`src/hdl/pal_pkg.sv`:
```
package pal_pkg;

  localparam int unsigned DATA_W = 32;
  localparam int unsigned POS_W  = 6;
  localparam int unsigned CAP_W  = 7;
  localparam int unsigned LEN_W  = 7;
  localparam int unsigned STAT_W = 3;

  localparam logic [CAP_W-1:0] CAP_RESET = 7'd64;
  localparam logic             REG_CAPACITY = 1'b0;

  typedef enum logic [1:0] {
    REQ_INSERT = 2'd0,
    REQ_GET    = 2'd1,
    REQ_DELETE = 2'd2,
    REQ_CLEAR  = 2'd3
  } req_e;

  typedef enum logic [STAT_W-1:0] {
    ST_OK            = 3'd0,
    ST_NULL          = 3'd1,
    ST_BEYOND_CAP    = 3'd2,
    ST_FULL          = 3'd3,
    ST_NOT_BELOW_LEN = 3'd4
  } status_e;

  typedef enum logic [1:0] {
    OP_HOLD   = 2'd0,
    OP_INSERT = 2'd1,
    OP_DELETE = 2'd2
  } cell_op_e;

  typedef enum logic [1:0] {
    S_IDLE = 2'd0,
    S_EXEC = 2'd1,
    S_WAIT = 2'd2
  } fsm_e;

  typedef struct packed {
    cell_op_e         op;
    logic [POS_W-1:0] pos;
  } cell_ctrl_t;

endpackage

```
`src/hdl/pal_cell.sv`:
```
module pal_cell #(
  parameter int unsigned IDX = 0
) (
  input  logic                       clk_i,
  input  pal_pkg::cell_ctrl_t        ctrl_i,
  input  logic [pal_pkg::DATA_W-1:0] item_i,
  input  logic [pal_pkg::DATA_W-1:0] left_i,
  input  logic [pal_pkg::DATA_W-1:0] right_i,
  output logic [pal_pkg::DATA_W-1:0] word_o,
  output logic [pal_pkg::DATA_W-1:0] rd_o
);

  localparam logic [31:0] Idx = 32'(IDX);

  logic [pal_pkg::DATA_W-1:0] word_q;
  logic [pal_pkg::DATA_W-1:0] word_d;
  logic [31:0]                pos_x;

  assign pos_x = 32'(ctrl_i.pos);

  always_comb begin
    word_d = word_q;
    case (ctrl_i.op)
      pal_pkg::OP_INSERT: begin
        if (Idx > pos_x) begin
          word_d = left_i;
        end else if (Idx == pos_x) begin
          word_d = item_i;
        end
      end
      pal_pkg::OP_DELETE: begin
        if (Idx >= pos_x) begin
          word_d = right_i;
        end
      end
      default: word_d = word_q;
    endcase
  end

  always_ff @(posedge clk_i) begin
    word_q <= word_d;
  end

  assign word_o = word_q;
  assign rd_o   = (Idx == pos_x) ? word_q : '0;

endmodule

```
`config.mk`:
```
export PLATFORM = sky130hd
export DESIGN_NAME = pal_cell
export DESIGN_NICKNAME = d
export VERILOG_FILES = /design/src/hdl/pal_pkg.sv /design/src/hdl/pal_cell.sv
export SDC_FILE = /design/constraint.sdc
export NUM_CORES = 1
export LEC_CHECK = 0
export ABC_AREA = 1
export BUFFER_PORTS_ARGS = -buffer_cell sky130_fd_sc_hd__buf_2
export CAP_MARGIN = 40
export CORE_AREA = 4 4 69 86
export DETAILED_ROUTE_END_ITERATION = 8
export DIE_AREA = 0 0 73 90
export PLACE_DENSITY = 0.81
export SETUP_SLACK_MARGIN = 0.5
export SLEW_MARGIN = 5
export SYNTH_ARGS = -nofsm -noshare
export SYNTH_HDL_FRONTEND = slang
export SYNTH_SLANG_ARGS = --single-unit
```
`constraint.sdc`:
```
create_clock -name clk_i -period 2.7 [get_ports clk_i]
set_input_delay 0.135 -clock clk_i [delete_from_list [all_inputs] [get_ports clk_i]]
set_output_delay 0.135 -clock clk_i [all_outputs]
set_load 0.005 [all_outputs]
```
# Word-level counts from Yosys, hierarchy flattened
# Index checks and enable logic that the tools add are counted.
# word_totals
mem_bits_ro	0
mem_count	0
elab_cells	15
ramBits	0
inputBits	105
output_inout_bits	64
ff_bits	32
latchBits	0
# op_classes
mux	5
n_reduce_logical	3
addsub	0
n_eq_ne	4
bitwise	0
n_shift	0
div_mod_pow	0
magnitude_cmp	2
n_mul	0
# op_table
operator	count
$mux W32	4
$pmux W32 S2	1
$logic_not A32 Y1	1
$ge A1 B6 Y1 const A	1
$gt A1 B6 Y1 const A	1
$ne A3 B3 Y1 const B	1
$reduce_and A3 Y1	1
$eq A2 B1 Y1 const B	1
$eq A2 B2 Y1 const B	1
$ne A2 B2 Y1 const B	1
$reduce_bool A2 Y1	1

# Depth between registers and ports, before layout
# depth
depth_word	4
ltp_mapped	5
mapped_depth_nobuf	4

# Least setup slack after synthesis
# No wires, ideal clock.
# synth_timing
path_type	input to register
from	input port ctrl_i[1] in the netlist's numbering
to	register word_q, in the netlist word_o[0] (enable)
arrival_ps	1791
slack_ps	488
path_stages	3
required_ps	2279
path_cell_list	nor2_1 > nand3_2 > nor2_1
# synth_via
elab_chain_len	3
elab_cells_between_ends	6
cone_classes	order compare (2); eq/ne (2); reduce/logical (2)
# synth_rtl
element	line_no	source
start: declaration	pal_cell.sv:5	input pal_pkg::cell_ctrl_t ctrl_i,
$gt A1 B6 Y1, or another cell as far along	pal_cell.sv:25	if (Idx > pos_x) begin
$ne A3 B3 Y1 (no line) or $ne A2 B2 Y1 (tied branches)	n/a	
$reduce_and A3 Y1 (no line) (*)	n/a	
end signal: assignment	pal_cell.sv:41	word_q <= word_d;
end: declaration	pal_cell.sv:15	logic [pal_pkg::DATA_W-1:0] word_q;
# Every way passes the cells marked *; elsewhere a longest branch is shown, timed or not.
# A chain may end at the register's enable or synchronous reset.

# Final worst setup path
# layout_timing
from	input port ctrl_i[6] in the netlist's numbering
to	register word_q, in the netlist word_o[19], data pin
# layout_via
elab_chain_len	2
elab_cells_between_ends	3
cone_classes	eq/ne (2); mux (1)
# layout_rtl
element	line_no	source
$eq A2 B2 Y1 or $eq A2 B1 Y1 (tied branches)	pal_cell.sv:23	case (ctrl_i.op)
$pmux W32 S2 (*)	pal_cell.sv:23	
via word_d (one bit)	pal_cell.sv:16	logic [pal_pkg::DATA_W-1:0] word_d;
# The timed path passes the listed nets; every way through them passes the cells marked *.

==> impl_metrics.env <==
export IMPL_diodes_inserted=0
export IMPL_startpoint_type="input port"
export IMPL_power_ir_vdd_worst_mv=0.278
export IMPL_detailed_place_hpwl_mm=3.82
export IMPL_synthToLayoutAreaGrowth_pct=40.4
export IMPL_post_route_cell_area_um2=2590
export IMPL_worstHoldPathCells=3
export IMPL_min_to="word_o[11]$_DFFE_PP_"
export IMPL_antenna_found_initial=0
export IMPL_io_buffer_count=136
export IMPL_power_frac_clock=0.318
export IMPL_critPathMaxStageDelay_ns=0.51
export IMPL_fmaxAchievable_mhz=694
export IMPL_totalNegativeSetupSlack_ns=0
export IMPL_cts_clk_slew_worst_paths_ns=0.06
export IMPL_ctsHoldBuffers=0
export IMPL_max_cap_viol_count=0
export IMPL_cts_tree="done"
export IMPL_wl_met1_mm=1.73
export IMPL_clock_buffers_created_by_tritoncts=5
export IMPL_dr_wl_met3_um=364
export IMPL_period_minus_slack_ns=1.44
export IMPL_postRouteWirelength_mm=5.05
export IMPL_timing_final_setup_violations=0
export IMPL_yosys_warnings=0
export IMPL_power_switching_share=0.223
export IMPL_tightestPinTransition_ns=0.617
export IMPL_grt_pass1_vias=1820
export IMPL_postRouteAntennaNets=0
export IMPL_grt_setup_unrepaired="no"
export IMPL_pwr_share_comb=0.130
export IMPL_synthDominantCellAreaShare=0.521
export IMPL_yosys_cell_types_count=14
export IMPL_critPathRequiredTime_ns=2.72
export IMPL_design_core_area_um2=5120
export IMPL_netSwitchingPower_mw=0.225
export IMPL_crit_chain="buf_2 -> inv_2 -> nand2_2 -> nand2_1 -> nand2_1"
export IMPL_synth_area_top_cells="edfxtp_1 (52%), nand2_1 (13%), nor2_2 (9.5%), nand3_1 (8.7%), inv_1 (6.5%)"
export IMPL_share_of_layout_cells_above_drive_strength_1=0.519
export IMPL_route_detailed_vias_per_inst=4.48
export IMPL_io_pin_count=169
export IMPL_highest_delay_cell_along_the_critical_path="nand2_2"
export IMPL_die_h_um=90
export IMPL_grt_ovfl_total=0
export IMPL_std_cell_rows=29
export IMPL_path_class="input port to register"
export IMPL_outcome="complete, no violations"
export IMPL_drtPass1Iterations=4
export IMPL_internal_power_mw=0.783
export IMPL_detail_route_drc_violations=0
export IMPL_post_synth_edffs=32
export IMPL_initial_utilization=0.360
export IMPL_grt_util_all_layers=0.156
export IMPL_hold_sp="item_i[11]"
export IMPL_power_per_cell_area_nw_per_um2=390
export IMPL_count_of_vias_placed_by_the_detailed_router=1816
export IMPL_crit_arrival_ns=1.46
export IMPL_postSynthRegisterBits=32
export IMPL_cts_repair_resized=0
export IMPL_post_synth_cell_area_avg_um2=8.65
export IMPL_hold_class="input port to register"
export IMPL_die_x_um=73
export IMPL_post_synth_top_area_cell="edfxtp_1"
export IMPL_routabilityCongestion=0.763
export IMPL_design_final_nets=450
export IMPL_max_reg_flops=32
export IMPL_htreeDepth=2
export IMPL_finalCritPeriodShare=0.533
export IMPL_ys_async_sr_fraction=0
export IMPL_post_cts_repair_setup_buffers=0
export IMPL_drt_initial_drc_count=79
export IMPL_final_report_max_slew_violation_count=0
export IMPL_highest_fanout_seen_on_the_critical_path=33
export IMPL_power_leakage_nw=1.46
export IMPL_dpl_instance_area_um2=2520
export IMPL_met2_wirelength_mm=2.90
export IMPL_clock_tree_root_cell="clkbuf_8"
export IMPL_synth_ff_type="edfxtp_1"
export IMPL_fill_cells=515
export IMPL_clock_sinks=32
export IMPL_die_area_um2=6570
export IMPL_synthesis_nets=318
export IMPL_route_top_layer_used="met4"
export IMPL_pwr_share_seq=0.553
export IMPL_grt_start_max_net_pins=35
export IMPL_sequential_element_share_of_the_synthesized_area=0.521
export IMPL_cp_end_kind="register"
export IMPL_report_final_hold_viol_count=0
export IMPL_syn_cell_area_um2=1840
export IMPL_max_slew_margin_rel=0.589
export IMPL_crit_path_frequent_cell="nand2_1"
export IMPL_grt_first_pass_wirelength_mm=8.14
export IMPL_place_detailed_instances=400
export IMPL_layoutNonFillerInstCount=405
export IMPL_detailed_route_wire_length_per_cell_um=12.5
export IMPL_cts_path_max_buffers=2
export IMPL_syn_instance_count=213
[cells by family after synthesis]
kind of cell,share of synthesized area
xor gates and xnor gates,0.00475
DFF,0.521
buffers and inverters,0.124
and+or+nand+nor,0.350
[stage by stage]
stage	worst slack [ns]	hold slack [ns]	power, mW	utilization
finish	1.26	0.123	1.01	0.506
floorplan	1.02	0.314	0.638	-
CTS	1.23	0.108	1.02	0.506
global placement	0.995	0.398	0.694	0.492
global route	1.06	0.116	1.05	0.506
detailed placement	0.934	0.401	0.700	0.492
[worst max-delay path: cells and delay by family]
family,cells,cell delay (ns)
AND/OR/NAND/NOR,3,0.77
buffers and inverters,2,0.53
[placed cells by master (no fill, tap or decap)]
cell type / netlist / final
xnor2_1: 1 / 1
inv_2: 1 / 1
nor2_4: 3 / 4
buf_2: 6 / 136
buf_4: 1 / 2
nor2_1: 5 / 4
nand2_2: 1 / 1
nand3_2: 1 / 1
inv_1: 32 / 32
nand2_1: 64 / 64
nand3_1: 32 / 32
nor2_2: 28 / 28
clkbuf_8: 0 / 5
edfxtp_1: 32 / 32
[cells in the mapped netlist, types with 3 or more instances]
master / n
nand3_1: 32
inv_1: 32
buf_6: 6
buf_2: 6
nor2_4: 3
nor2_2: 28
edfxtp_1: 32
nor2_1: 5
nand2_1: 64
[power by group through the flow]
stage,Sequential [mW],Clock (mW),Combinational (mW)
floorplan,0.568,0,0.0697
global placement,0.567,0,0.127
detailed placement,0.567,0,0.133
CTS,0.557,0.332,0.133
global route,0.557,0.346,0.151
finish,0.557,0.320,0.131
[cell type report]
type,count,area [µm²],area share
Timing Repair Buffer,138,696,0.269
Sequential cell,32,961,0.371
Tap cell,62,77.6,0.0300
Clock buffer,5,68.8,0.0266
Inverter,33,124,0.0479
Multi-Input combinational cell,135,661,0.255
[routing by layer]
layer,track usage,up-vias
met5,0,-
met4,0.0508,0
met3,0.0368,7
met2,0.304,63
met1,0.152,827
li1,-,919
[worst max-delay path by stage]
stage,start,slack (ns),cells past startpoint,to
floorplan,ctrl_i[1],1.02,3,word_o[0]$_DFFE_PP_
global placement,ctrl_i[7],1.0,4,word_o[26]$_DFFE_PP_
detailed placement,ctrl_i[6],0.93,5,word_o[7]$_DFFE_PP_
CTS,ctrl_i[6],1.23,5,word_o[7]$_DFFE_PP_
global route,ctrl_i[6],1.06,5,word_o[17]$_DFFE_PP_
finish,ctrl_i[6],1.26,5,word_o[19]$_DFFE_PP_
No activity file was read; power rests on OpenSTA's default activity.
